[src/hdl/irigfrx_pkg.sv]
// Shared types, constants and helpers for the IRIG frame receiver.
`default_nettype none

package irigfrx_pkg;

   localparam int WIDTH_W       = 16;
   localparam int CSR_INDEX_W   = 3;
   localparam int GROUP_COUNT_W = 3;
   localparam int BIT_POS_W     = 4;
   localparam int STORE_DEPTH   = 5;

   // Register indexes on the configuration port
   localparam logic [CSR_INDEX_W-1:0] CSR_ZERO_LOW    = 3'd0;
   localparam logic [CSR_INDEX_W-1:0] CSR_ZERO_HIGH   = 3'd1;
   localparam logic [CSR_INDEX_W-1:0] CSR_ONE_LOW     = 3'd2;
   localparam logic [CSR_INDEX_W-1:0] CSR_ONE_HIGH    = 3'd3;
   localparam logic [CSR_INDEX_W-1:0] CSR_MARKER_LOW  = 3'd4;
   localparam logic [CSR_INDEX_W-1:0] CSR_MARKER_HIGH = 3'd5;

   // Reset values of the width windows, microseconds
   localparam logic [WIDTH_W-1:0] ZERO_LOW_RESET    = 16'd500;
   localparam logic [WIDTH_W-1:0] ZERO_HIGH_RESET   = 16'd3500;
   localparam logic [WIDTH_W-1:0] ONE_LOW_RESET     = 16'd3500;
   localparam logic [WIDTH_W-1:0] ONE_HIGH_RESET    = 16'd6500;
   localparam logic [WIDTH_W-1:0] MARKER_LOW_RESET  = 16'd6500;
   localparam logic [WIDTH_W-1:0] MARKER_HIGH_RESET = 16'd9500;

   localparam logic [BIT_POS_W-1:0] SKIP_BIT_POS = 4'd4;
   localparam logic [BIT_POS_W-1:0] BYTE_BITS    = 4'd8;

   // Class of one pulse width; the back end picks what matters for its phase
   typedef struct packed {
      logic data;       // inside the zero or the one window
      logic one;        // data bit value
      logic mark_excl;  // strictly inside the marker window
      logic mark_incl;  // inside the marker window, bounds included
      logic timeout;    // width of zero
   } class_type;

   typedef enum logic [2:0] {
      PH_IDLE   = 3'b001,
      PH_SECOND = 3'b010,
      PH_RECV   = 3'b100
   } phase_type;

   function automatic logic [7:0] bcd_value(input logic [7:0] b);
      logic [7:0] tens;
      tens = {4'b0, b[7:4]};
      return {4'b0, b[3:0]} + (tens << 3) + (tens << 1);
   endfunction

endpackage

`default_nettype wire

[src/hdl/irig_frame_receiver_core.sv]
// Top level of the IRIG frame receiver: front end, queue and back end.
`default_nettype none

// IRIG-style frame receiver. Each req_ transaction carries one measured high
// pulse width in microseconds (0 means no pulse before timeout). The front
// end classes it against the six window registers as a zero bit, a one bit or
// a position marker and drops it into a two-entry queue; the back end syncs
// on two markers in a row, packs data bits LSB first (skipping the fifth bit
// of each group), stores the groups and, after FRAME_GROUPS markers or on a
// timeout, presents one rsp_ transaction with the BCD-decoded seconds,
// minutes, hours, day of year and tenths. Throughput is one width per clock
// while rsp_stall is low; an accepted width is written into the queue and
// updates the back end's state at the edge where the back end pops it, and a
// result it completes is presented from that same edge in the output register.
// While a result waits under rsp_stall the back end holds, the queue fills and
// req_stall rises. Write the window registers only while the block is idle.
module irig_frame_receiver_core #(
   parameter int FRAME_GROUPS = 6
) (
   input  wire logic                                clock,
   input  wire logic                                reset,
   // Pulse width input
   input  wire logic                                req_valid,
   output logic                                     req_stall,
   input  wire logic [irigfrx_pkg::WIDTH_W-1:0]     req_pulse_width,
   // Decoded time output
   output logic                                     rsp_valid,
   input  wire logic                                rsp_stall,
   output logic [7:0]                               rsp_seconds,
   output logic [7:0]                               rsp_minutes,
   output logic [7:0]                               rsp_hours,
   output logic [8:0]                               rsp_year_day,
   output logic [3:0]                               rsp_tenths,
   output logic                                     rsp_frame_complete,
   // Window register writes
   input  wire logic                                csr_write_enable,
   input  wire logic [irigfrx_pkg::CSR_INDEX_W-1:0] csr_index,
   input  wire logic [irigfrx_pkg::WIDTH_W-1:0]     csr_write_data
);

   irigfrx_pkg::class_type pulse_class, q_data;
   logic q_full, q_empty, q_pop, push;

   // Stall only on a full queue, never on valid
   assign req_stall = q_full;
   assign push      = req_valid && !q_full;

   irigfrx_front u_front (
      .clock            (clock),
      .reset            (reset),
      .csr_write_enable (csr_write_enable),
      .csr_index        (csr_index),
      .csr_write_data   (csr_write_data),
      .pulse_width      (req_pulse_width),
      .pulse_class      (pulse_class)
   );

   irigfrx_queue u_queue (
      .clock     (clock),
      .reset     (reset),
      .push      (push),
      .push_data (pulse_class),
      .full      (q_full),
      .pop       (q_pop),
      .pop_data  (q_data),
      .empty     (q_empty)
   );

   irigfrx_back #(
      .FRAME_GROUPS (FRAME_GROUPS)
   ) u_back (
      .clock              (clock),
      .reset              (reset),
      .q_empty            (q_empty),
      .q_data             (q_data),
      .q_pop              (q_pop),
      .rsp_valid          (rsp_valid),
      .rsp_stall          (rsp_stall),
      .rsp_seconds        (rsp_seconds),
      .rsp_minutes        (rsp_minutes),
      .rsp_hours          (rsp_hours),
      .rsp_year_day       (rsp_year_day),
      .rsp_tenths         (rsp_tenths),
      .rsp_frame_complete (rsp_frame_complete)
   );

endmodule

`default_nettype wire

[src/hdl/irigfrx_front.sv]
// Front end: width window registers and per-transaction pulse classification.
`default_nettype none

module irigfrx_front (
   input  wire logic                                    clock,
   input  wire logic                                    reset,
   input  wire logic                                    csr_write_enable,
   input  wire logic [irigfrx_pkg::CSR_INDEX_W-1:0]     csr_index,
   input  wire logic [irigfrx_pkg::WIDTH_W-1:0]         csr_write_data,
   input  wire logic [irigfrx_pkg::WIDTH_W-1:0]         pulse_width,
   output irigfrx_pkg::class_type                       pulse_class
);

   logic [irigfrx_pkg::WIDTH_W-1:0] zero_low_ff, zero_high_ff, one_low_ff, one_high_ff;
   logic [irigfrx_pkg::WIDTH_W-1:0] marker_low_ff, marker_high_ff;
   logic in_zero, in_one;

   always_ff @(posedge clock) begin
      if (reset) begin
         zero_low_ff    <= irigfrx_pkg::ZERO_LOW_RESET;
         zero_high_ff   <= irigfrx_pkg::ZERO_HIGH_RESET;
         one_low_ff     <= irigfrx_pkg::ONE_LOW_RESET;
         one_high_ff    <= irigfrx_pkg::ONE_HIGH_RESET;
         marker_low_ff  <= irigfrx_pkg::MARKER_LOW_RESET;
         marker_high_ff <= irigfrx_pkg::MARKER_HIGH_RESET;
      end else if (csr_write_enable) begin
         case (csr_index)
            irigfrx_pkg::CSR_ZERO_LOW:    zero_low_ff    <= csr_write_data;
            irigfrx_pkg::CSR_ZERO_HIGH:   zero_high_ff   <= csr_write_data;
            irigfrx_pkg::CSR_ONE_LOW:     one_low_ff     <= csr_write_data;
            irigfrx_pkg::CSR_ONE_HIGH:    one_high_ff    <= csr_write_data;
            irigfrx_pkg::CSR_MARKER_LOW:  marker_low_ff  <= csr_write_data;
            irigfrx_pkg::CSR_MARKER_HIGH: marker_high_ff <= csr_write_data;
            default: ;
         endcase
      end
   end

   // Inverted or empty windows simply never match
   assign in_zero = (pulse_width > zero_low_ff) && (pulse_width < zero_high_ff);
   assign in_one  = (pulse_width > one_low_ff) && (pulse_width < one_high_ff);

   always_comb begin
      pulse_class.data      = in_zero || in_one;
      pulse_class.one       = !in_zero;
      pulse_class.mark_excl = (pulse_width > marker_low_ff) && (pulse_width < marker_high_ff);
      pulse_class.mark_incl = (pulse_width >= marker_low_ff) && (pulse_width <= marker_high_ff);
      pulse_class.timeout   = (pulse_width == '0);
   end

endmodule

`default_nettype wire

[src/hdl/irigfrx_queue.sv]
// Two-entry queue of classified pulses between front and back end.
`default_nettype none

module irigfrx_queue (
   input  wire logic                   clock,
   input  wire logic                   reset,
   input  wire logic                   push,
   input  wire irigfrx_pkg::class_type push_data,
   output logic                        full,
   input  wire logic                   pop,
   output irigfrx_pkg::class_type      pop_data,
   output logic                        empty
);

   irigfrx_pkg::class_type entry_ff [2];
   logic       wr_ptr_ff, rd_ptr_ff;
   logic [1:0] count_ff, count_in;

   assign full     = (count_ff == 2'd2);
   assign empty    = (count_ff == 2'd0);
   assign pop_data = entry_ff[rd_ptr_ff];

   always_comb begin
      count_in = count_ff;
      if (push && !pop) begin
         count_in = count_ff + 2'd1;
      end else if (pop && !push) begin
         count_in = count_ff - 2'd1;
      end
   end

   always_ff @(posedge clock) begin
      if (reset) begin
         wr_ptr_ff <= 1'b0;
         rd_ptr_ff <= 1'b0;
         count_ff  <= 2'd0;
      end else begin
         count_ff <= count_in;
         if (push) begin
            wr_ptr_ff <= !wr_ptr_ff;
         end
         if (pop) begin
            rd_ptr_ff <= !rd_ptr_ff;
         end
      end
   end

   always_ff @(posedge clock) begin
      if (push) begin
         entry_ff[wr_ptr_ff] <= push_data;
      end
   end

endmodule

`default_nettype wire

[src/hdl/irigfrx_back.sv]
// Back end: sync sequencer, bit packing, group store and BCD result register.
`default_nettype none

module irigfrx_back #(
   parameter int FRAME_GROUPS = 6
) (
   input  wire logic                   clock,
   input  wire logic                   reset,
   input  wire logic                   q_empty,
   input  wire irigfrx_pkg::class_type q_data,
   output logic                        q_pop,
   output logic                        rsp_valid,
   input  wire logic                   rsp_stall,
   output logic [7:0]                  rsp_seconds,
   output logic [7:0]                  rsp_minutes,
   output logic [7:0]                  rsp_hours,
   output logic [8:0]                  rsp_year_day,
   output logic [3:0]                  rsp_tenths,
   output logic                        rsp_frame_complete
);

   localparam int GCW = irigfrx_pkg::GROUP_COUNT_W;
   localparam int BPW = irigfrx_pkg::BIT_POS_W;
   localparam int SD  = irigfrx_pkg::STORE_DEPTH;

   irigfrx_pkg::phase_type phase_ff, phase_in;
   logic [7:0]     acc_ff, acc_in;
   logic [BPW-1:0] bit_pos_ff, bit_pos_in;
   logic           skip_ff, skip_in;
   logic [GCW-1:0] group_count_ff, group_count_in;
   logic [7:0]     store_ff [SD];
   logic [7:0]     store_in [SD];
   logic           emit, complete;
   logic           rsp_valid_ff, rsp_valid_in;
   logic [7:0]     seconds_ff, minutes_ff, hours_ff;
   logic [8:0]     day_ff;
   logic [3:0]     tenths_ff;
   logic           complete_ff;

   // Advance only when a result slot is free or being drained
   assign q_pop = !q_empty && (!rsp_valid_ff || !rsp_stall);

   always_comb begin
      phase_in       = phase_ff;
      acc_in         = acc_ff;
      bit_pos_in     = bit_pos_ff;
      skip_in        = skip_ff;
      group_count_in = group_count_ff;
      store_in       = store_ff;
      emit           = 1'b0;
      complete       = 1'b0;
      if (q_pop) begin
         case (phase_ff)
            irigfrx_pkg::PH_SECOND: begin
               if (q_data.mark_excl) begin
                  phase_in       = irigfrx_pkg::PH_RECV;
                  group_count_in = '0;
                  acc_in         = '0;
                  bit_pos_in     = '0;
                  skip_in        = 1'b1;
               end else begin
                  phase_in = irigfrx_pkg::PH_IDLE;
               end
            end
            irigfrx_pkg::PH_RECV: begin
               if (q_data.data) begin
                  if (bit_pos_ff == irigfrx_pkg::SKIP_BIT_POS && skip_ff) begin
                     skip_in = 1'b0;
                  end else if (bit_pos_ff < irigfrx_pkg::BYTE_BITS) begin
                     if (q_data.one) begin
                        acc_in = acc_ff | (8'd1 << bit_pos_ff[2:0]);
                     end
                     bit_pos_in = bit_pos_ff + BPW'(1);
                  end
               end else if (q_data.mark_excl) begin
                  for (int i = 0; i < SD; i++) begin
                     if (group_count_ff == GCW'(i)) begin
                        store_in[i] = acc_ff;
                     end
                  end
                  group_count_in = group_count_ff + GCW'(1);
                  acc_in         = '0;
                  bit_pos_in     = '0;
                  skip_in        = 1'b1;
                  if (group_count_in >= GCW'(FRAME_GROUPS)) begin
                     emit     = 1'b1;
                     complete = 1'b1;
                     phase_in = irigfrx_pkg::PH_IDLE;
                  end
               end else if (q_data.timeout) begin
                  emit     = 1'b1;
                  phase_in = irigfrx_pkg::PH_IDLE;
               end
            end
            default: begin
               // Idle and unused codes: look for the first marker
               if (q_data.mark_incl) begin
                  phase_in = irigfrx_pkg::PH_SECOND;
               end else begin
                  phase_in = irigfrx_pkg::PH_IDLE;
               end
            end
         endcase
      end
   end

   always_comb begin
      rsp_valid_in = rsp_valid_ff && rsp_stall;
      if (emit) begin
         rsp_valid_in = 1'b1;
      end
   end

   always_ff @(posedge clock) begin
      if (reset) begin
         phase_ff       <= irigfrx_pkg::PH_IDLE;
         acc_ff         <= '0;
         bit_pos_ff     <= '0;
         skip_ff        <= 1'b1;
         group_count_ff <= '0;
         for (int i = 0; i < SD; i++) begin
            store_ff[i] <= '0;
         end
         rsp_valid_ff   <= 1'b0;
      end else begin
         phase_ff       <= phase_in;
         acc_ff         <= acc_in;
         bit_pos_ff     <= bit_pos_in;
         skip_ff        <= skip_in;
         group_count_ff <= group_count_in;
         store_ff       <= store_in;
         rsp_valid_ff   <= rsp_valid_in;
      end
   end

   // Result payload, decoded from the store as updated by this transaction
   always_ff @(posedge clock) begin
      if (emit) begin
         seconds_ff  <= irigfrx_pkg::bcd_value(store_in[0]);
         minutes_ff  <= irigfrx_pkg::bcd_value(store_in[1]);
         hours_ff    <= irigfrx_pkg::bcd_value(store_in[2]);
         day_ff      <= {1'b0, irigfrx_pkg::bcd_value(store_in[3])}
                        + ({7'b0, store_in[4][1:0]} * 9'd100);
         tenths_ff   <= store_in[4][7:4];
         complete_ff <= complete;
      end
   end

   assign rsp_valid          = rsp_valid_ff;
   assign rsp_seconds        = seconds_ff;
   assign rsp_minutes        = minutes_ff;
   assign rsp_hours          = hours_ff;
   assign rsp_year_day       = day_ff;
   assign rsp_tenths         = tenths_ff;
   assign rsp_frame_complete = complete_ff;

endmodule

`default_nettype wire
[config.mk]
export PLATFORM = sky130hd
export DESIGN_NAME = irig_frame_receiver_core
export DESIGN_NICKNAME = d
export VERILOG_FILES = /design/src/hdl/irigfrx_pkg.sv /design/src/hdl/irig_frame_receiver_core.sv /design/src/hdl/irigfrx_front.sv /design/src/hdl/irigfrx_queue.sv /design/src/hdl/irigfrx_back.sv
export SDC_FILE = /design/constraint.sdc
export NUM_CORES = 1
export LEC_CHECK = 0
export ABC_AREA = 1
export BUFFER_PORTS_ARGS = -buffer_cell sky130_fd_sc_hd__buf_2
export CORE_MARGIN = 5
export CORE_UTILIZATION = 50
export CTS_BUF_LIST = sky130_fd_sc_hd__clkbuf_8 sky130_fd_sc_hd__clkbuf_16
export DETAILED_ROUTE_END_ITERATION = 10
export PLACE_DENSITY = 0.68
export SYNTH_ARGS = -nofsm -noshare
export SYNTH_HDL_FRONTEND = slang
export SYNTH_HIERARCHICAL = 1
export SYNTH_SLANG_ARGS = --single-unit
[constraint.sdc]
create_clock -name clock -period 4.2 [get_ports clock]
set_input_delay 0.63 -clock clock [delete_from_list [all_inputs] [get_ports clock]]
set_output_delay 0.63 -clock clock [all_outputs]
set_load 0.05 [all_outputs]
==> results of run 1 <==
==> worst paths after layout <==
kind,startpoint,depth (start not counted),slack [ns],end
max,flop,15,0.22,u_back/rsp_year_day[7]
min,csr_write_data[5],3,0.44,u_front/zero_high_ff[5]
min reg2reg,u_front/marker_high_ff[7],2,0.46,u_front/marker_high_ff[7]
max reg2reg,flop,15,0.22,u_back/rsp_year_day[7]
==> sequential cells by signal (all words and copies together), names as in the netlist, 2 cells and up, named ones only <==
signal                  cells
u_queue/count_ff            2
u_back/bit_pos_ff           4
u_front/zero_high_ff       16
u_back/rsp_minutes          8
u_back/acc_ff               8
u_queue/entry_ff           10
u_front/one_low_ff         16
u_back/phase_ff             3
u_back/rsp_tenths           4
u_back/store_ff            38
u_back/group_count_ff       3
u_back/rsp_hours            8
u_front/one_high_ff        16
u_back/rsp_seconds          8
u_front/marker_low_ff      16
u_back/rsp_year_day         9
u_front/marker_high_ff     16
u_front/zero_low_ff        16
==> area by class of cell <==
cell class / instances / area, um^2 / share of cell area, %
tap: 285 / 357 / 2.78
clock inverter: 16 / 123 / 0.957
sequential: 207 / 4620 / 36.1
clock buffer: 28 / 667 / 5.20
multi-input combinational: 892 / 5680 / 44.3
timing repair buffer: 83 / 425 / 3.32
inverter: 249 / 940 / 7.33
==> power by group through the flow <==
stage / Clock (W) / Sequential (W) / Combinational [W]
after floorplan: 0 / 0.00222 / 0.000540
after global placement: 0 / 0.00222 / 0.000706
after detailed placement: 0 / 0.00222 / 0.000725
after CTS: 0.00212 / 0.00218 / 0.000732
after global routing: 0.00221 / 0.00219 / 0.000832
final: 0.00206 / 0.00218 / 0.000726
==> layout by cell type, fill, tap and decap left out, types with 7 or more instances in the layout <==
| master | n |
|---|---|
| clkbuf_16 | 25 |
| nor2_1 | 110 |
| xor2_1 | 10 |
| nand3_1 | 34 |
| fa_1 | 10 |
| buf_2 | 79 |
| edfxtp_1 | 48 |
| nand4_1 | 19 |
| nand2_1 | 233 |
| nand2_2 | 8 |
| a21oi_1 | 116 |
| nor3_1 | 7 |
| inv_2 | 11 |
| o21ai_0 | 82 |
| o21ai_1 | 24 |
| o211ai_1 | 32 |
| o21ai_2 | 9 |
| nor2_4 | 8 |
| ha_1 | 143 |
| dfxtp_1 | 159 |
| inv_1 | 241 |
| nor2_2 | 7 |
==> kinds of logic (layout without fill, tap and decap cells) <==
kind of cell / after synthesis / in the layout / share of synthesized area, %
simple gates: 446 / 446 / 17.5
fa+ha+maj: 153 / 153 / 17.4
flops: 207 / 207 / 40.4
mux: 5 / 5 / 0.492
compound gates: 276 / 276 / 13.3
buf+inv: 282 / 376 / 10.0
xor+xnor: 12 / 12 / 0.918
==> layer usage <==
layer / up-vias / part of all wire (%)
met3: 35 / 4.6
met5: - / 0
li1: 4670 / -
met1: 3998 / 45
met4: 0 / 1.5
met2: 141 / 49
==> worst max-delay path, delay by kind of cell, from the launching register on <==
| kind | cells | cell delay [ns] |
|---|---|---|
| AOI/OAI and AO/OA | 1 | 0.22 |
| DFF | 1 | 0.42 |
| xor gates and xnor gates | 1 | 0.14 |
| muxes | 1 | 0.41 |
| and+or+nand+nor | 5 | 0.64 |
| adders and majority gates | 4 | 1.66 |
| buffers and inverters | 3 | 0.23 |
==> through the flow <==
step	power [W]	cell area [um^2]	hold slack, ns	setup WS (ns)
floorplan	0.00276	11400	0.433	0.463
global placement	0.00292	12000	0.445	0.298
detailed placement	0.00295	12000	0.450	0.215
CTS	0.00503	12800	0.417	0.188
global route	0.00523	12800	0.427	0.0148
finish	0.00496	12800	0.439	0.221
==> what timing repair did <==
item	in CTS	in global routing
endpoints found under the hold margin	0	0
gates resized for setup	0	1
setup endpoints to repair	0	1
hold buffers	0	0
==> results.json, run 1 <==
{
  "status": "completed",
  "num_io_pins": 80,
  "grt_use_met1_pct": 22.7,
  "maxCapViolCount": 0,
  "fp.dieArea_um2": 26000,
  "synth_top_cell_by_area": "dfxtp_1",
  "power_density_nw_per_um2": 387,
  "arrival_ns": 4.23,
  "combPwrFrac_pct": 14.6,
  "dp_cells": 1716,
  "tightest_slew_ns": 0.730,
  "yosysSeqAreaShare_pct": 40.4,
  "slowest_delay_ns": 0.54,
  "drt-initial-drc-count": 471,
  "clock-root-buffer": "clkbuf_16",
  "htreeDepth": 1,
  "place_hpwl_um": 17400,
  "routedWlPerCell_um": 13.4,
  "yosys_warnings": 6,
  "core_um2": 22600,
  "grt_max_degree": 60,
  "synthTopCellsByArea": "dfxtp_1, ha_1, edfxtp_1",
  "num_rows": 55,
  "antenna_left": 0,
  "cts_setup_buffers": 0,
  "crit_chain": "mux2_2, inv_1, nand2_2, nor2_1, nand2_4, o21ai_1, inv_1, fa_1, fa_1, inv_1, ha_1, fa_1, nand3_1, nand2_1, xor2_1",
  "crit_fanout": 15,
  "die_width_um": 161,
  "clock_latency_ns": 0.50,
  "nets": 1651,
  "slew_viol_final": 0,
  "netSwitchingPower_w": 0.00134,
  "globalplace.congestion": 0.841,
  "finalClockSkew_ns": 0.00851,
  "synthTopCellsByCount": "inv_1, nand2_1, dfxtp_1",
  "fill_cells": 2023,
  "swShare_pct": 27.0,
  "setup_viol": 0,
  "use_met3_pct": 2.70,
  "syn_area_um2": 11400,
  "slew_headroom_pct": 51.3,
  "rsz0062_at_grt": "false",
  "syn_inst": 1381,
  "drc": 0,
  "fp.dieH_um": 161,
  "cp_slowest_cell": "fa_1",
  "final_util_pct": 56.8,
  "start_util_pct": 50.7,
  "ys.flop_type": "dfxtp_1",
  "p_clk_share_pct": 41.5,
  "clkSinkCount": 207,
  "busiest_layer": "met2",
  "numCtsBuffers": 25,
  "gr-usage-all-layers_pct": 18.1,
  "ys_ff_latch": 207,
  "p_leak_nw": 6.56,
  "syn_to_final_growth_pct": 11.9,
  "critPathCaptureType": "flop",
  "grt_overflow": 0,
  "clockBufferDepth": 3,
  "seqPwrFrac_pct": 43.9,
  "portBuffers": 79,
  "critPathKind": "reg -> reg",
  "finalNonFillerCells": 1760,
  "grt_pass1_vias": 8674,
  "synth.distinct_cells": 40,
  "met2_usage_pct": 33.1,
  "timing_hold_violations_final": 0,
  "post_drt_via_cell_ratio": 5.03,
  "timing.final.crit_share_pct": 94.7,
  "cts_tree": "done",
  "synth_edf_count": 48,
  "synth_top_area_share_pct": 27.8,
  "crit_required_ns": 4.45,
  "diodes": 0,
  "max-vdd-ir-drop_uv": 283,
  "layout_min_cycle_time_ns": 3.98,
  "min_path_type": "in -> reg",
  "syn_area_per_cell_um2": 8.29,
  "tns_ns": 0,
  "drt_wl_total_um": 23600,
  "start_kind": "flop",
  "first_pass_iters": 5,
  "max_freq_ghz": 0.251,
  "synthArstFlopShare_pct": 0,
  "p_int_w": 0.00362,
  "final_layout_size_suffix_gt1_share_pct": 12.1,
  "grt_antenna_before_repair": 0,
  "path_clk_slew_ns": 0.06,
  "syn_nets": 1574,
  "vias": 8844,
  "synth_most_common_cell": "inv_1",
  "grt_pass1_wl_um": 40000
}
Note: power is estimated with default switching activity, not from simulation.
==> inputs of run 2 (changes only) <==
--- a/config.mk
+++ b/config.mk
@@ -11,7 +11,7 @@
 export CORE_UTILIZATION = 50
 export CTS_BUF_LIST = sky130_fd_sc_hd__clkbuf_8 sky130_fd_sc_hd__clkbuf_16
 export DETAILED_ROUTE_END_ITERATION = 10
-export PLACE_DENSITY = 0.68
+export PLACE_DENSITY = 0.71
 export SYNTH_ARGS = -nofsm -noshare
 export SYNTH_HDL_FRONTEND = slang
 export SYNTH_HIERARCHICAL = 1
==> constraint.sdc (replaced) <==
create_clock -name clock -period 3.6 [get_ports clock]
set_input_delay 0.54 -clock clock [delete_from_list [all_inputs] [get_ports clock]]
set_output_delay 0.54 -clock clock [all_outputs]
set_load 0.05 [all_outputs]
==> run 2 against run 1 <==
Worst hold slack worse by 0.10 ns. Clock power up 18%. Maximum frequency up 14%. Worst setup slack worse by 0.12 ns. Clock-buffer cell count down 1. Combinational power up 26%. Critical path depth unchanged. Clock skew up 0.0052 ns. Register-to-register slack worse by 0.12 ns. Via count up 1.9%. Die area unchanged. Utilization up 0.91 points.
==> results.json, run 2 (synthesis results as in run 1) <==
{
  "syn_to_final_growth_pct": 13.7,
  "fill_cells": 2028,
  "start_kind": "flop",
  "finalNonFillerCells": 1778,
  "gr-usage-all-layers_pct": 18.3,
  "layout_min_cycle_time_ns": 3.50,
  "slew_viol_final": 0,
  "grt_overflow": 0,
  "num_rows": 55,
  "p_leak_nw": 6.65,
  "tightest_slew_ns": 0.817,
  "num_io_pins": 80,
  "cts_setup_buffers": 0,
  "combPwrFrac_pct": 15.6,
  "reg2reg_setup_slack_ns": 0.1,
  "numCtsBuffers": 25,
  "endpoint": "u_back/rsp_year_day[7]",
  "diodes": 0,
  "layout_commonest_cell": "inv_1",
  "maxCapViolCount": 0,
  "netSwitchingPower_w": 0.00163,
  "finalClockSkew_ns": 0.0137,
  "largest_register": "u_back/store_ff",
  "final_cell_mix": "inv_1, nand2_1, dfxtp_1",
  "core_um2": 22600,
  "drt_wl_total_um": 24100,
  "routedWlPerCell_um": 13.5,
  "globalplace.congestion": 0.827,
  "crit_required_ns": 3.86,
  "power_density_nw_per_um2": 453,
  "grt_max_degree": 60,
  "path_clk_slew_ns": 0.06,
  "drt-initial-drc-count": 414,
  "grt_antenna_before_repair": 0,
  "rr_worst_depth": 15,
  "clkSinkCount": 207,
  "start_util_pct": 50.7,
  "portBuffers": 79,
  "cts_hold_buf": 0,
  "post_drt_via_cell_ratio": 5.07,
  "dp_cells": 1732,
  "critPathCaptureType": "flop",
  "antenna_left": 0,
  "grt_pass1_wl_um": 40200,
  "power_w": 0.00589,
  "final_layout_size_suffix_gt1_share_pct": 14.1,
  "clock-root-buffer": "clkbuf_16",
  "vias": 9011,
  "arrival_ns": 3.76,
  "status": "completed",
  "htreeDepth": 1,
  "max_freq_ghz": 0.286,
  "grt_pass1_vias": 8561,
  "timing_hold_violations_final": 0,
  "max-vdd-ir-drop_uv": 337,
  "timing.final.crit_share_pct": 97.2,
  "place_hpwl_um": 17900,
  "min_path_type": "in -> reg",
  "clockBufferDepth": 3,
  "rr_endpoint": "u_back/rsp_year_day[7]",
  "first_pass_iters": 5,
  "fp.dieH_um": 161,
  "fp.dieArea_um2": 26000,
  "p_clk_share_pct": 41.2,
  "setup_viol": 0,
  "seqPwrFrac_pct": 43.2,
  "slew_headroom_pct": 45.6,
  "crit_fanout": 5,
  "final_util_pct": 57.7,
  "swShare_pct": 27.6,
  "largest_reg_flops": 38,
  "nets": 1668,
  "cts_tree": "done",
  "p_int_w": 0.00426,
  "die_width_um": 161,
  "clock_latency_ns": 0.52,
  "drc": 0,
  "critPathKind": "reg -> reg"
}
-- run 2: changes by cell type in the layout (fill, tap and decap cells not counted), moves of 2 or more --
cell	before	now
o21ai_2	9	11
fa_2	0	2
inv_1	241	239
clkinvlp_4	0	3
nor2_4	8	10
clkinv_1	4	1
inv_2	11	13
fa_1	10	8
dfxtp_1	159	157
buf_4	4	20
o21ai_0	82	80
-- run 2: through the flow --
stage	hold WS (ns)	area [um^2]	TNS, ns	setup WS (ns)
2_1_floorplan	0.433	11500	0	0.0415
3_3_place_gp	0.443	12200	0	0.0768
3_5_place_dp	0.448	12200	-0.0239	-0.0239
4_1_cts	0.314	13000	0	0.0153
5_1_grt	0.346	13000	-0.0418	-0.0418
6_report	0.335	13000	0	0.0999
-- run 2: worst min path at each step --
stage	from	end	slack [ns]	cells past startpoint
after global routing	csr_write_data[7]	u_front/zero_low_ff[7]	0.35	3
after detailed placement	u_front/zero_low_ff[13]	u_front/zero_low_ff[13]	0.45	2
after global placement	u_front/zero_high_ff[1]	u_front/zero_high_ff[1]	0.44	2
after CTS	csr_write_data[13]	u_front/marker_high_ff[13]	0.31	3
final	csr_write_data[13]	u_front/marker_high_ff[13]	0.33	3
after floorplan	u_front/marker_high_ff[11]	u_front/marker_high_ff[11]	0.43	2
-- run 2: power by group through the flow --
stage / Combinational (W) / Sequential, W / Clock, W
after floorplan: 0.000634 / 0.00259 / 0
after global placement: 0.000870 / 0.00259 / 0
after detailed placement: 0.000898 / 0.00260 / 0
after CTS: 0.000905 / 0.00254 / 0.00249
after global routing: 0.00104 / 0.00256 / 0.00259
final: 0.000917 / 0.00255 / 0.00243
-- run 2: repair_timing --
item	in CTS	in global routing
gates resized for setup	2	16
gates cloned	0	1
pin swaps	0	7
hold endpoints to repair	0	0
setup endpoints to repair	1	5
-- run 2: per-layer routing --
layer / GRT usage (%) / share of wire [%]
met5: 0 / 0
met4: 4.73 / 2.0
met3: 2.48 / 3.9
met2: 33.1 / 49
met1: 23.0 / 45
-- run 2: layout make-up --
cell class	count	area, um^2	share of cell area, %
Clock buffer	27	653	5.01
Clock inverter	18	148	1.13
Inverter	249	940	7.21
Multi-Input combinational cell	893	5750	44.2
Sequential cell	207	4630	35.5
Tap cell	285	357	2.74
Timing Repair Buffer	99	546	4.19
-- run 2: critical path, stage by stage, from the launching register on --
cell and delay, ns:
dfxtp_4 0.37, mux2_4 0.33, inv_2 0.07, nand2_2 0.07
nor2_4 0.17, nand2_4 0.10, o21ai_4 0.16, inv_2 0.07
fa_1 0.50, fa_1 0.52, inv_1 0.05, ha_2 0.20
fa_2 0.35, nand3_1 0.08, nand2_1 0.06, xor2_1 0.14
